**config.mk**
```make
export PLATFORM = sky130hd
export DESIGN_NAME = ebml_out_buf_flat
export DESIGN_NICKNAME = d
export VERILOG_FILES = /design/src/rtl/ebml_pkg.sv /design/src/rtl/ebml_stream_if.sv /design/src/rtl/ebml_out_buf.sv /design/src/flat_wrapper.sv
export SDC_FILE = /design/constraint.sdc
export NUM_CORES = 1
export LEC_CHECK = 0
export BUFFER_PORTS_ARGS = -buffer_cell sky130_fd_sc_hd__buf_2
export CORE_AREA = 2 2 101 103
export DETAILED_ROUTE_END_ITERATION = 6
export DIE_AREA = 0 0 103 105
export MAX_ROUTING_LAYER = met4
export PLACE_DENSITY_LB_ADDON = 0.3
export SYNTH_ARGS = -nofsm -noshare
export SYNTH_HDL_FRONTEND = slang
export SYNTH_SLANG_ARGS = --single-unit
```
**constraint.sdc**
```tcl
create_clock -name clk -period 0.9 [get_ports clk]
set_input_delay 0.18 -clock clk [delete_from_list [all_inputs] [get_ports clk]]
set_output_delay 0.18 -clock clk [all_outputs]
set_load 0.05 [all_outputs]
```
**src/rtl/ebml_pkg.sv**
```systemverilog
// ----------------------------------------------------------------------------
// ebml_pkg
// Types and constants shared by the element header parser.
// ----------------------------------------------------------------------------
package ebml_pkg;

  localparam logic [1:0] ERR_NONE      = 2'd0;
  localparam logic [1:0] ERR_ID_LEAD   = 2'd1;
  localparam logic [1:0] ERR_SIZE_LEAD = 2'd2;

  typedef enum logic [1:0] {
    PH_ID_LEAD,
    PH_ID_MORE,
    PH_SIZE_LEAD,
    PH_SIZE_MORE
  } phase_t;

  typedef struct packed {
    logic [7:0] data_byte;
  } byte_item_t;

  typedef struct packed {
    logic [1:0]  error_code;
    logic [63:0] element_id;
    logic [55:0] element_size;
    logic        unknown_size;
    logic [4:0]  header_length;
    logic [63:0] header_offset;
    logic [63:0] payload_offset;
  } header_item_t;

  // vint length from the lead byte; zero when the byte is invalid
  function automatic logic [3:0] lead_length(input logic [7:0] b, input logic [3:0] max_len);
    logic [3:0] len;
    len = 4'd0;
    for (int i = 0; i < 8; i++) begin
      if (b[i]) begin
        len = 4'(8 - i);
      end
    end
    if (len > max_len) begin
      len = 4'd0;
    end
    return len;
  endfunction

  // low 7*len bits set
  function automatic logic [55:0] ones_mask(input logic [3:0] len);
    logic [6:0]  nbits;
    logic [55:0] m;
    nbits = {3'b000, len} * 7'd7;
    for (int i = 0; i < 56; i++) begin
      m[i] = (7'(i) < nbits);
    end
    return m;
  endfunction

endpackage

```
**src/rtl/ebml_stream_if.sv**
```systemverilog
// ----------------------------------------------------------------------------
// ebml_stream_if
// Valid/ready channel carrying one request payload per transfer.
// ----------------------------------------------------------------------------
interface ebml_stream_if #(
  parameter type payload_t = logic
);
  logic     valid;
  logic     ready;
  payload_t payload;

  modport source (output valid, output payload, input ready);
  modport sink   (input valid, input payload, output ready);
endinterface

```
**src/rtl/ebml_out_buf.sv**
```systemverilog
// ----------------------------------------------------------------------------
// ebml_out_buf
// Two-entry result buffer: output register plus skid register.
// ----------------------------------------------------------------------------
module ebml_out_buf (
  input  logic                   clk,
  input  logic                   rst,
  input  logic                   push,
  input  ebml_pkg::header_item_t push_data,
  output logic                   space,
  ebml_stream_if.source          headers
);
  import ebml_pkg::*;

  logic         out_valid;
  header_item_t out_data;
  logic         skid_valid;
  header_item_t skid_data;
  logic         pop;

  assign pop             = out_valid & headers.ready;
  assign space           = ~skid_valid;
  assign headers.valid   = out_valid;
  assign headers.payload = out_data;

  always_ff @(posedge clk) begin
    if (rst) begin
      out_valid  <= 1'b0;
      skid_valid <= 1'b0;
    end else if (pop) begin
      if (skid_valid) begin
        out_data   <= skid_data;
        skid_valid <= 1'b0;
      end else begin
        out_valid <= push;
        if (push) begin
          out_data <= push_data;
        end
      end
    end else if (push) begin
      if (!out_valid) begin
        out_valid <= 1'b1;
        out_data  <= push_data;
      end else begin
        skid_valid <= 1'b1;
        skid_data  <= push_data;
      end
    end
  end

`ifndef NO_ASSERTIONS
  a_skid_behind_out: assert property (@(posedge clk) disable iff (rst)
    skid_valid |-> out_valid)
    else $error("skid entry without output entry");

  a_no_overflow: assert property (@(posedge clk) disable iff (rst)
    push |-> !skid_valid)
    else $error("request pushed into full buffer");
`endif

endmodule

```
**src/flat_wrapper.sv**
```systemverilog
// flat-port wrapper written by rule: the top's interface ports become plain ports
module ebml_out_buf_flat import ebml_pkg::*;
  (clk, rst, push, push_data, space, headers_valid, headers_payload, headers_ready);
  ebml_stream_if headers_i ();
  input  logic clk;
  input  logic rst;
  input  logic push;
  input  ebml_pkg::header_item_t push_data;
  output logic space;
  output wire logic [$bits(headers_i.valid)-1:0] headers_valid;
  output wire logic [$bits(headers_i.payload)-1:0] headers_payload;
  input wire logic [$bits(headers_i.ready)-1:0] headers_ready;
  assign headers_valid = headers_i.valid;
  assign headers_payload = headers_i.payload;
  assign headers_i.ready = headers_ready;
  ebml_out_buf u_core (.clk(clk), .rst(rst), .push(push), .push_data(push_data), .space(space), .headers(headers_i));
endmodule
```
==> impl_results.md <==
- Run status: complete, but fails checks
- Failing checks: negative setup slack
- Via count: 178
- Cell Chain, Critical Path: buf_6 -> inv_4 -> buf_8
- Sequential share of the synthesized area: 55.17%
- Met1 WL: 420 µm
- # diodes: 0
- # hold bufs at CTS: 0
- Final GP Congestion: 0.6299
- Startpoint of the most critical setup path: u_core.skid_valid
- CTS clock-pin slew for the worst setup and hold paths: 30 ps
- Post-Syn Nets: 276
- Longest individual stage delay on the worst path: 350 ps
- Port-buffer cells: 7
- Clock root buffer: clkbuf_8
- Number of library cell types mapped by synthesis: 12
- Post-Route Hold Slack: 159.4 ps
- Pins Over Slew Limit: 0
- Startpoint class of the critical path: flop
- Post-Route Skew: 0.05090 ps
- Fmax: 979.2 MHz
- Largest delay share family, worst path: flip-flops
- Number of detailed-route iterations in the first pass: 2
- Initial antenna violation count: 0
- Biggest area consumer among synthesized cells: edfxtp_1
- Type of the worst setup path: reg -> out
- Top metal layer carrying routed signals: met3
- Net total in the final layout: 294
- Count of cells along the worst register-to-register path: 2
- Maximum VDD drop: 0.4950 mV
- Core area: 9639 µm²
- Top fanout value on the critical path: 3
- Pwr/cell area: 1370 nW/µm²
- Filler Cell Count: about 1.2k
- Area Growth Syn to Fin: 198.6%
- Area used by sequential logic in the layout: 105.1 µm²
- Vertical die dimension: 105 µm
- Final Instance Area: 541.8 µm²
- Effective utilization at floorplan: 1.882%
- Remaining global-route overflow: 0
- RSZ-0062 raised after global routing: yes
- CP max stage cell: dfxtp_2
- Remaining DRCs: 0
- Final critical delay including setup and external delays: between 1000 and 1500 ps
- Clk_lat worst skew: 210 ps
- Total area of multi-input combinational cells: approximately 100 µm²
- Area of the die: 10820 µm²
- Critical Path End: space
- Count of nets left with antenna violations after detail routing: 0
- Top cells by area in the synthesized netlist: edfxtp_1, dfxtp_1, a21oi_1
- Crit. path cell count: 3
- Placement Rows: 36
- Amount of wire on met2 after detailed routing: 153 µm
- Worst setup slack before clock tree synthesis: -87.44 ps
- Capture point of the worst reg-to-reg path: u_core.headers.payload
- LEAKAGE: 0.0001692 µW
- Number of sinks handled by clock tree synthesis: 4
- Type of destination of the critical path: output port
- Average cell area after synthesis: roughly 11 µm²
- Buffers & Inverters on Critical Path: 3
- Number of placed I/O pins: 263
- WL met3: roughly 48 µm
- Detailed-route wire length per cell: 3.741 µm
- Vias per Instance: approximately 1.1
- Synthesized area: 181.4 µm²
- TritonCTS clock tree: built
- Slew of the pin with the lowest slew margin: 203.7 ps
- Placed instance area: 416.7 µm²
- Count of mapped cells out of synthesis: 16
- Finish-stage setup viols: 7
- Share of layout cells above drive strength 1: about three quarters
- Final setup TNS: -531.1 ps
- Number of buffers created by CTS: 3
- Maximum Capacitance Violations: 0
- Die W: roughly 100 µm
- Worst Slack Setup Final: -121.3 ps
- Finished Core Util: approximately 5.6%
- R2R setup slack: -90 ps
- Vias in the first global route: 184
- Launch point of the worst reg-to-reg path: u_core.headers.valid
- Aggregate global-route resource usage: 1.250%
- Rel. slew slack: 86.34%
- Detailed Route Iter0 Violations: 1
- FF+latch count, synth: 4
- Arrival time of the worst setup path: ~840 ps
- Wire length of the first global-routing pass: 897 µm
- Class of the most critical hold timing path: in -> reg
- Worst path required time: 720 ps
- Final wirelength: slightly above 600 µm
- Largest net degree at the start of global routing: 6
- Final hold violation count: 0
- CTS Buffer Depth: 2
- Max H-tree Level: 1
- Share of Yosys cell area claimed by the top area cell type: 33.10%
- Yosys warning count: 0
- Part of the cycle the worst path needs: 113.5%
- Final HPWL from detailed placement: 512.9 µm
[metrics by stage]
stage / total power [µW] / std cells
floorplan: 256.3 / 16
global placement: 302.1 / 160
detailed placement: 301.0 / 160
CTS: 743.3 / 165
global route: 781.4 / 166
finish: 742.4 / 166
[state kept, by name (all words and copies together), names as in the netlist]
name and count:
u_core.skid_valid 1, u_core.headers.payload 1, u_core.skid_data 1, u_core.headers.valid 1
[cells in the final DEF, fill, tap and decap left out, drive strengths merged]
master | Yosys | layout
nand2b | 1 | 1
clkbuf | 0 | 4
inv | 1 | 1
nor3 | 1 | 1
buf | 0 | 13
and3b | 1 | 1
a211oi | 1 | 1
dfxtp | 2 | 2
mux2 | 1 | 1
nor2 | 1 | 1
nand3 | 1 | 1
nor2b | 1 | 1
a21oi | 3 | 3
edfxtp | 2 | 2
[cell usage after synthesis]
library cell	n
nor2b_1	1
nand2b_1	1
dfxtp_1	2
a211oi_1	1
edfxtp_1	2
inv_1	1
a21oi_1	3
nand3_2	1
nor3_1	1
mux2_4	1
and3b_1	1
nor2_1	1
[final cells by class]
| class | instances | area share (%) |
|---|---|---|
| well taps | 133 | 30.72 |
| repair buffers | 13 | 21.71 |
| flip-flops and latches | 4 | 19.40 |
| multi-input cells | 11 | 18.71 |
| clock buffers | 4 | 8.314 |
| inverters | 1 | 1.155 |
[worst reg2reg max path, cell delays in order (launching register included)]
cell,delay (ps)
dfxtp_4,360
nand3_2,80
mux2_4,290
[per-layer routing]
layer,vias up,track usage [%]
met1,78,2.211
met4,0,0.5639
met3,0,0.8696
met2,8,0.7421
li1,92,-
met5,-,-
[how the worst min path moves through the flow]
stage | cells after the start | end | slack, ps | from
3_3_place_gp | 1 | u_core.skid_data[0] | 390 | push_data[0]
2_1_floorplan | 1 | u_core.headers.valid | 240 | rst
4_1_cts | 1 | u_core.skid_data[0] | 150 | push_data[0]
3_5_place_dp | 1 | u_core.skid_data[0] | 380 | push_data[0]
6_report | 1 | u_core.skid_data[0] | 160 | push_data[0]
5_1_grt | 1 | u_core.skid_data[0] | 150 | push_data[0]
[power by group]
part | internal [µW] | switching (µW) | total (µW)
combinational | 67.2 | 63.2 | 130
sequential | 201 | 9.15 | 211
clock | 303 | 98.2 | 401
[cells by family (layout without fill, tap and decap cells)]
| family | after synthesis | after routing | synth area share, % |
|---|---|---|---|
| AOI/OAI and AO/OA | 4 | 4 | 12.41 |
| buffers and inverters | 1 | 18 | 2.067 |
| DFF | 4 | 4 | 55.17 |
| muxes | 1 | 1 | 8.273 |
| and+or+nand+nor | 6 | 6 | 22.07 |
[timing repair]
action	CTS	global route
pin swaps	2	3
endpoints found under the setup margin	6	8
buffers inserted	1	1
resized for setup	16	3
(Power assumes the default switching activity.)
