==> src/rtl/ebml_pkg.sv <==
// ----------------------------------------------------------------------------
// ebml_pkg
// Types and constants shared by the element header parser.
// ----------------------------------------------------------------------------
package ebml_pkg;

  localparam logic [1:0] ERR_NONE      = 2'd0;
  localparam logic [1:0] ERR_ID_LEAD   = 2'd1;
  localparam logic [1:0] ERR_SIZE_LEAD = 2'd2;

  typedef enum logic [1:0] {
    PH_ID_LEAD,
    PH_ID_MORE,
    PH_SIZE_LEAD,
    PH_SIZE_MORE
  } phase_t;

  typedef struct packed {
    logic [7:0] data_byte;
  } byte_item_t;

  typedef struct packed {
    logic [1:0]  error_code;
    logic [63:0] element_id;
    logic [55:0] element_size;
    logic        unknown_size;
    logic [4:0]  header_length;
    logic [63:0] header_offset;
    logic [63:0] payload_offset;
  } header_item_t;

  // vint length from the lead byte; zero when the byte is invalid
  function automatic logic [3:0] lead_length(input logic [7:0] b, input logic [3:0] max_len);
    logic [3:0] len;
    len = 4'd0;
    for (int i = 0; i < 8; i++) begin
      if (b[i]) begin
        len = 4'(8 - i);
      end
    end
    if (len > max_len) begin
      len = 4'd0;
    end
    return len;
  endfunction

  // low 7*len bits set
  function automatic logic [55:0] ones_mask(input logic [3:0] len);
    logic [6:0]  nbits;
    logic [55:0] m;
    nbits = {3'b000, len} * 7'd7;
    for (int i = 0; i < 56; i++) begin
      m[i] = (7'(i) < nbits);
    end
    return m;
  endfunction

endpackage

==> src/rtl/ebml_hdr_core.sv <==
// ----------------------------------------------------------------------------
// ebml_hdr_core
// Parse state and per-byte header logic; yields at most one result a byte.
// ----------------------------------------------------------------------------
module ebml_hdr_core #(
  parameter int MAX_VINT_BYTES = 8
) (
  input  logic                    clk,
  input  logic                    rst,
  input  logic                    accept,
  input  logic [7:0]              data_byte,
  output logic                    res_valid,
  output ebml_pkg::header_item_t  res
);
  import ebml_pkg::*;

  phase_t      phase, phase_next;
  logic [2:0]  bytes_left, bytes_left_next;
  logic [63:0] id_acc, id_acc_next;
  logic [3:0]  id_length, id_length_next;
  logic [55:0] size_acc, size_acc_next;
  logic [3:0]  size_length, size_length_next;
  logic [63:0] byte_position, byte_position_next;
  logic [63:0] start_position, start_position_next;

  logic [3:0]  len;
  logic [3:0]  len_m1;
  logic [2:0]  bl_dec;
  logic [7:0]  lead_mask;
  logic        emit;

  assign len       = lead_length(data_byte, 4'(MAX_VINT_BYTES));
  assign len_m1    = len - 4'd1;
  assign bl_dec    = bytes_left - 3'd1;
  assign lead_mask = (8'h80 >> len_m1) - 8'd1;

  always_comb begin
    phase_next          = phase;
    bytes_left_next     = bytes_left;
    id_acc_next         = id_acc;
    id_length_next      = id_length;
    size_acc_next       = size_acc;
    size_length_next    = size_length;
    start_position_next = (phase == PH_ID_LEAD) ? byte_position : start_position;
    byte_position_next  = byte_position + 64'd1;
    emit                = 1'b0;
    res_valid           = 1'b0;
    res                 = '0;
    res.header_offset   = start_position_next;

    case (phase)
      PH_ID_LEAD: begin
        if (len == 4'd0) begin
          res_valid       = 1'b1;
          res.error_code  = ERR_ID_LEAD;
          bytes_left_next = 3'd0;
        end else begin
          id_acc_next     = {56'd0, data_byte};
          id_length_next  = len;
          bytes_left_next = len_m1[2:0];
          phase_next      = (len_m1[2:0] != 3'd0) ? PH_ID_MORE : PH_SIZE_LEAD;
        end
      end
      PH_ID_MORE: begin
        id_acc_next     = {id_acc[55:0], data_byte};
        bytes_left_next = bl_dec;
        if (bl_dec == 3'd0) begin
          phase_next = PH_SIZE_LEAD;
        end
      end
      PH_SIZE_LEAD: begin
        if (len == 4'd0) begin
          res_valid       = 1'b1;
          res.error_code  = ERR_SIZE_LEAD;
          phase_next      = PH_ID_LEAD;
          bytes_left_next = 3'd0;
        end else begin
          size_acc_next    = {48'd0, data_byte & lead_mask};
          size_length_next = len;
          bytes_left_next  = len_m1[2:0];
          if (len_m1[2:0] == 3'd0) begin
            emit = 1'b1;
          end else begin
            phase_next = PH_SIZE_MORE;
          end
        end
      end
      PH_SIZE_MORE: begin
        size_acc_next   = {size_acc[47:0], data_byte};
        bytes_left_next = bl_dec;
        if (bl_dec == 3'd0) begin
          emit = 1'b1;
        end
      end
      default: begin
        phase_next      = PH_ID_LEAD;
        bytes_left_next = 3'd0;
      end
    endcase

    if (emit) begin
      res_valid          = 1'b1;
      res.error_code     = ERR_NONE;
      res.element_id     = id_acc_next;
      res.element_size   = size_acc_next;
      res.unknown_size   = (size_acc_next == ones_mask(size_length_next));
      res.header_length  = {1'b0, id_length_next} + {1'b0, size_length_next};
      res.payload_offset = byte_position_next;
      phase_next         = PH_ID_LEAD;
      bytes_left_next    = 3'd0;
    end
  end

  always_ff @(posedge clk) begin
    if (rst) begin
      phase          <= PH_ID_LEAD;
      bytes_left     <= 3'd0;
      id_acc         <= '0;
      id_length      <= 4'd0;
      size_acc       <= '0;
      size_length    <= 4'd0;
      byte_position  <= '0;
      start_position <= '0;
    end else if (accept) begin
      phase          <= phase_next;
      bytes_left     <= bytes_left_next;
      id_acc         <= id_acc_next;
      id_length      <= id_length_next;
      size_acc       <= size_acc_next;
      size_length    <= size_length_next;
      byte_position  <= byte_position_next;
      start_position <= start_position_next;
    end
  end

`ifndef NO_ASSERTIONS
  a_more_has_bytes: assert property (@(posedge clk) disable iff (rst)
    (phase == PH_ID_MORE || phase == PH_SIZE_MORE) |-> bytes_left != 3'd0)
    else $error("continuation phase with no bytes left");

  a_lead_no_bytes: assert property (@(posedge clk) disable iff (rst)
    (phase == PH_ID_LEAD || phase == PH_SIZE_LEAD) |-> bytes_left == 3'd0)
    else $error("lead phase with bytes left");

  a_pos_counts: assert property (@(posedge clk) disable iff (rst)
    accept |=> byte_position == $past(byte_position) + 64'd1)
    else $error("byte position did not advance");
`endif

endmodule

==> config.mk <==
export PLATFORM = sky130hd
export DESIGN_NAME = ebml_hdr_core
export DESIGN_NICKNAME = d
export VERILOG_FILES = /design/src/rtl/ebml_pkg.sv /design/src/rtl/ebml_hdr_core.sv
export SDC_FILE = /design/constraint.sdc
export NUM_CORES = 1
export LEC_CHECK = 0
export ABC_CLOCK_PERIOD_IN_PS = 14300
export BUFFER_PORTS_ARGS = -buffer_cell sky130_fd_sc_hd__clkbuf_2
export CELL_PAD_IN_SITES_DETAIL_PLACEMENT = 0
export CELL_PAD_IN_SITES_GLOBAL_PLACEMENT = 1
export CORE_ASPECT_RATIO = 0.6
export CORE_UTILIZATION = 45
export DETAILED_ROUTE_END_ITERATION = 6
export PLACE_DENSITY_LB_ADDON = 0.1
export SYNTH_ARGS = -nofsm -noshare
export SYNTH_HDL_FRONTEND = slang
export SYNTH_SLANG_ARGS = --single-unit
==> constraint.sdc <==
create_clock -name clk -period 14.3 [get_ports clk]
set_input_delay 2.86 -clock clk [delete_from_list [all_inputs] [get_ports clk]]
set_output_delay 2.86 -clock clk [all_outputs]
set_load 0.03 [all_outputs]
==> results of run 1 <==
[registers in the layout (all words and copies together) (netlist names)]
signal and flops:
byte_position 64, bytes_left 3, id_acc 64, id_length 4, phase 2, size_acc 56
size_length 4, start_position 64
[how the worst max path moves through the flow]
| stage | start | slack (ns) | end | cells past startpoint |
|---|---|---|---|---|
| finish | data_byte[2] | 1.16 | res[133] | 23 |
| global route | data_byte[2] | 0.79 | res[133] | 23 |
| CTS | data_byte[2] | 1.34 | res[133] | 23 |
| detailed placement | data_byte[2] | 1.36 | res[133] | 23 |
| global placement | data_byte[2] | 1.54 | res[133] | 23 |
| floorplan | data_byte[5] | 2.33 | res[133] | 23 |
[Yosys cell counts, types with 4 or more instances]
cell type | number | share of area
nor2_1 | 553 | 0.13
dfxtp_1 | 261 | 0.34
a22oi_1 | 186 | 0.090
clkbuf_1 | 148 | 0.036
xor2_1 | 96 | 0.054
nand2_1 | 95 | 0.023
nor3_1 | 87 | 0.028
mux2_2 | 65 | 0.047
a211oi_1 | 54 | 0.026
xnor2_1 | 49 | 0.028
nand3_1 | 45 | 0.014
a21oi_1 | 44 | 0.014
o21ai_0 | 44 | 0.014
and3_1 | 27 | 0.011
inv_1 | 27 | 0.0065
ha_1 | 25 | 0.020
nand4_1 | 18 | 0.0072
or3_1 | 15 | 0.0060
buf_1 | 14 | 0.0034
and2_1 | 13 | 0.0052
buf_2 | 11 | 0.0035
a31oi_1 | 9 | 0.0036
mux2i_1 | 8 | 0.0052
nor2b_1 | 8 | 0.0032
nand2b_1 | 7 | 0.0028
nor4_1 | 7 | 0.0028
o21a_1 | 7 | 0.0034
a22o_1 | 5 | 0.0028
and4_1 | 5 | 0.0028
buf_6 | 5 | 0.0036
fa_1 | 5 | 0.0064
a211o_1 | 4 | 0.0023
a21o_1 | 4 | 0.0019
o2111ai_1 | 4 | 0.0023
o21ai_1 | 4 | 0.0013
[critical path, cell delays in order]
cell and delay [ns]:
clkbuf_2 0.18, nand2b_1 0.18, a221oi_1 0.64, nor2_1 0.28, ha_1 0.42, o31ai_1 0.21, o21ai_1 0.34, nor2_1 0.25
mux2i_1 0.56, inv_1 0.23, fa_1 0.47, ha_1 0.23, fa_1 0.57, a211o_1 0.37, a21boi_0 0.68, nand2_1 0.15
mux2_2 0.31, o211ai_1 0.16, o21ai_0 0.10, nor4_1 0.33, nand4_1 0.14, nor4_2 0.35, clkbuf_2 0.26
[stage by stage]
stage	utilization	cells	setup WS (ns)	area, um2
detailed placement	0.5024	2613	1.363	17000
floorplan	-	2039	2.335	15550
global route	0.5316	2665	0.7936	17980
global placement	0.5024	2613	1.540	17000
finish	0.5316	2665	1.156	17980
CTS	0.5316	2665	1.338	17980
[final cells by class]
cell class	instances	area, um2	share of cell area
Clock buffer	30	728.2	0.04049
Clock inverter	22	257.7	0.01433
Inverter	28	105.1	0.005844
Multi-Input combinational cell	1572	9548	0.5309
Sequential cell	261	5225	0.2905
Tap cell	459	574.3	0.03193
Timing Repair Buffer	293	1546	0.08599
[metal layers]
| metal | global-route usage | up-vias |
|---|---|---|
| met2 | 0.3931 | 531 |
| met1 | 0.4415 | 7458 |
| met4 | 0.05158 | 0 |
| li1 | - | 7402 |
| met5 | 0 | - |
| met3 | 0.09128 | 48 |
[cells in the final DEF (no fill, tap or decap), types with 6 or more instances in the layout]
master     synthesis  routed
a21oi_1           44      44
mux2_2            65      65
a31oi_1            9       8
mux2i_1            8       8
nor4_1             7       7
xnor2_1           49      49
dfxtp_1          261     261
or3_1             15      15
a211oi_1          54      54
and3_1            27      27
xor2_1            96      96
and2_1            13      12
nand2b_1           7       6
o21ai_0           44      43
clkbuf_16          0      28
a22oi_1          186     186
clkbuf_2           0     265
inv_1             27      27
o21a_1             7       7
nand2_1           95      95
nor2b_1            8       8
nand3_1           45      45
buf_4              0      26
clkinv_2           0       6
nor2_1           553     553
nor3_1            87      87
nand4_1           18      18
ha_1              25      22
[kinds of logic after synthesis]
family	share of synthesized area
compound gates	0.1925
xor+xnor	0.08168
fa+ha+maj	0.02720
buf+inv	0.05303
flops	0.3360
mux	0.05295
simple gates	0.2566
[power breakdown]
group          switching [mW]  internal [mW]  leakage (nW)  total (mW)
clock                   0.337          0.447         0.477       0.784
sequential             0.0253          0.757          2.13       0.782
combinational           0.530          0.224          4.34       0.754
total                   0.893           1.43          6.95        2.32
==> run metrics, run 1 <==
Gate Count Post-Synth 2039; vias per cell 5.793; wl on met1 26050 um; DR vias 15439; Final Hold Vio Count 0; Bufs on Longest Clock Path 3; Core Area around 34000 um2; Total GRT Usage 0.2895; Max Transition Viols Final 0; unique cell type count in the Yosys netlist 85; Die Height 146.0 um; first-pass GRT wire length approximately 82000 um; Worst R2R Path Depth 9; largest net degree at the start of global routing between 100 and 150; Root Driver clkbuf_16; GRT Residual Overflow 0; clock sinks 261; vias in the first global route between 10000 and 15000; unrepaired setup endpoints after global routing false; clock latency on the worst-skew pair 0.58 ns; CTS clk-pin slew, worst paths approximately 0.060 ns; run status completed; critical path class input pin to output pin; Fillers 3298; maximum fanout along the worst path 11; leakage ~6.9 nW; die area about 35000 um2; largest vdd supply drop approximately 110 uV; synth warn 0; max_slew headroom 0.2659; flop2flop setup slack 10.50 ns; Total Nets Final 2225; Final Setup Violations 0; PortBufs 267; Worst-Margin Slew 1.101 ns; Post-route DRC 0; Setup Skew approximately 0.02 ns; min-delay src id_length[3]; Most used DFF post-synth dfxtp_1; Rows between 50 and 60; #FFs+latches synth 261; Hold Crit Class flop to flop; WL met3 5229 um; area of the mapped netlist 15550 um2; crit path DAT 10.28 ns; worst hold slack 0.4705 ns; Post-Syn Area per Cell 7.626 um2; Max Freq 0.07608 GHz; element type at the critical path end output pin; share of layout cells above drive strength 1 0.1995; H-tree Lvls 1; Synth Net Count 2080; Max-Cap Viols 0; uppermost layer routed met4; post-CTS setup buffer count 0; post-detailed-route wirelength per cell 19.98 um; DRT Wirelength 53250 um; critical path required time 11.44 ns; Post-synth EDFFs 0; total iterations of the first detailed-routing run 5; final cycle utilization of the critical path 0.9192; effective utilization at floorplan 0.4596; hold_buf cts 0; GP Congestion 0.9482; CTS tree done; Post-CTS Resized 0; Antenna Cells 0; Pwr Density 129.0 nW/um2; met2 routed WL 21160 um; Worst Hold Endpoint id_length[3]; antenna-violating nets left 0; Seq/Total Area, Yosys 0.3360; I/O pin count between 200 and 300; P&R area growth vs syn 15.67%; HPWL after DPL roughly 37000 um; startpoint types input pin; total CTS buffers 28; initial antenna violation count 0; Final Critical Period roughly 13 ns; asr flop ratio synth 0; Iteration-0 DRC Markers between 1000 and 1500; Setup TNS 0 ns; WHS Path Cells 2; overall power about 2.3 mW; worst r2r src phase[1]; Die Width 242.0 um; Critical R2R Capture phase[0]
(Power assumes the default switching activity.)
==> inputs of run 2 (changes only) <==
Settings changed: ABC_CLOCK_PERIOD_IN_PS 14300 to 11000, CORE_UTILIZATION 45 to 39, CTS_BUF_LIST set to sky130_fd_sc_hd__clkbuf_4.
Clock period 14.3 ns to 11 ns, I/O delays scaled along.
==> run metrics, run 2 (same netlist as run 1, synthesis figures left out) <==
Total GRT Usage 0.2707 (was 0.2895); clock latency on the worst-skew pair 0.76 ns (was 0.58 ns); max_slew headroom 0.1521 (was 0.2659); internal power 1.789 mW (was 1.427 mW); Rows 56 (was 52); initial antenna violation count 2 (was 0); commonest non-fill, non-tap cell in the layout nor2_1 (unchanged); die area 40700 um2 (was 35320 um2); CTS tree done (unchanged); Max Freq roughly 0.094 GHz; P_sw 1.195 mW (was 0.8928 mW); HPWL after DPL 38740 um (was 36880 um); antenna-violating nets left 0 (unchanged); largest vdd supply drop 112.2 uV (was 112.0 uV); Gate power share 0.340 (was 0.325); Worst-Margin Slew 1.262 ns (was 1.101 ns); GP Congestion 0.9451 (was 0.9482); Max Transition Viols Final 0 (unchanged); CTS clk-pin slew, worst paths 0.07 ns (was 0.06 ns); switching share of power 0.4004 (was 0.3849); Final Setup Violations 0 (unchanged); Iteration-0 DRC Markers 1265 (was 1398); Total Nets Final 2274 (was 2225); flop2flop setup slack 7.29 ns (was 10.50 ns); Hold Crit Class flop to flop (unchanged); Pwr Density 164.7 nW/um2 (was 129.0 nW/um2); DR vias 15745 (was 15439); clock power share 0.318 (was 0.338); run status completed (unchanged); leakage 7.062 nW (was 6.947 nW); Max-Cap Viols 0 (unchanged); total CTS buffers 71 (was 28); Reg power frac 0.342 (was 0.337); DRT Wirelength 56340 um (was 53250 um); Setup Skew 0.06041 ns (was 0.02017 ns); Post-CTS Resized 0 (unchanged); Final Hold Vio Count 0 (unchanged); element type at the critical path end output pin (unchanged); effective utilization at floorplan 0.3970 (was 0.4596); overall power 2.983 mW (was 2.320 mW); total iterations of the first detailed-routing run 5 (unchanged); largest net degree at the start of global routing 112 (was 107); GRT Residual Overflow 0 (unchanged); share of layout cells above drive strength 1 0.2279 (was 0.1995); Final Critical Period 10.60 ns; Post-route DRC 0 (unchanged); worst hold slack 0.4688 ns (was 0.4705 ns); critical path required time 8.80 ns (was 11.44 ns); Largest regs byte_position: 64 flops, id_acc: 64 flops, start_position: 64 flops (unchanged); final cycle utilization of the critical path 0.9639; Root Driver clkbuf_4 (was clkbuf_16); vias in the first global route 14333 (was 13864); clock sinks 261 (unchanged); Bufs on Longest Clock Path 3 (unchanged); final instance area 18110 um2 (was 17980 um2); H-tree Lvls 3 (was 1); Die Height 156.7 um (was 146.0 um); post-CTS setup buffer count 0 (unchanged); Area after DPL 17140 um2 (was 17000 um2); crit path DAT 8.40 ns (was 10.28 ns); most frequent cells in the layout 552 x nor2_1, 265 x clkbuf_2, 261 x dfxtp_1 (was 553 x nor2_1, 265 x clkbuf_2, 261 x dfxtp_1); Setup TNS 0 ns (unchanged); Die Width 259.8 um (was 242.0 um); maximum fanout along the worst path 11 (unchanged); Core Area 39170 um2 (was 33830 um2); PortBufs 267 (unchanged); first-pass GRT wire length 85490 um (was 81760 um); vias per cell 5.621 (was 5.793); post-detailed-route wirelength per cell 20.11 um (was 19.98 um); startpoint types input pin (unchanged); I/O pin count 268 (unchanged); P&R area growth vs syn 16.47% (was 15.67%); hold_buf cts 0 (unchanged); critical path class input pin to output pin (unchanged)
run 2: area by class of cell:
type | instances | area, um2
Timing Repair Buffer | 299 | 1604
Fill cell | 4073 | 21060
Sequential cell | 261 | 5225
Antenna cell | 2 | 5.005
Clock inverter | 13 | 143.9
Multi-Input combinational cell | 1572 | 9593
Clock buffer | 104 | 780.7
Tap cell | 522 | 653.1
Inverter | 28 | 105.1
run 2: per-layer routing:
metal / routed length [um] / vias up / GRT usage
met2: 22430 / 489 / 0.3623
met4: 819 / 0 / 0.06190
li1: - / 7574 / -
met3: 4564 / 63 / 0.07856
met5: 0 / - / 0
met1: 28520 / 7619 / 0.4131
run 2: worst max-delay path, cell delays in order:
cell	delay, ns
clkbuf_2	0.20
nor2_1	0.13
o21ai_0	0.11
a21oi_2	0.28
inv_1	0.15
ha_1	0.34
o31ai_1	0.23
o21ai_1	0.18
nor2_1	0.22
mux2i_1	0.31
inv_1	0.17
fa_1	0.48
ha_1	0.24
fa_2	0.47
a211o_1	0.35
a21oi_1	0.27
nand2_1	0.13
nor2_1	0.48
a21oi_1	0.16
xnor2_1	0.20
nor4_1	0.34
nand4_1	0.15
nor4_2	0.34
clkbuf_2	0.27
run 2: final timing paths:
| path | from | endpoint | cells past startpoint |
|---|---|---|---|
| worst min register to register | id_length[3] | id_length[3] | 2 |
| worst min-delay path | id_length[3] | id_length[3] | 2 |
| worst max-delay path | data_byte[4] | res[133] | 24 |
| worst max register to register | byte_position[12] | byte_position[58] | 9 |
run 2: through the flow:
stage / utilization / instances / setup slack [ns]
finish: 0.4624 / 2801 / 0.3969
global route: 0.4623 / 2800 / -0.005318
CTS: 0.4612 / 2799 / 0.07481
detailed placement: 0.4376 / 2682 / 0.09225
global placement: 0.4376 / 2682 / 0.2307
floorplan: - / 2039 / 0.3548
run 2: power groups by stage:
stage               combinational [mW]  clock (mW)  sequential, mW
CTS                              0.991       0.980            1.02
floorplan                        0.692           0            1.03
global placement                 0.988           0            1.04
finish                            1.02       0.948            1.02
detailed placement               0.986           0            1.04
global route                      1.09        1.03            1.02
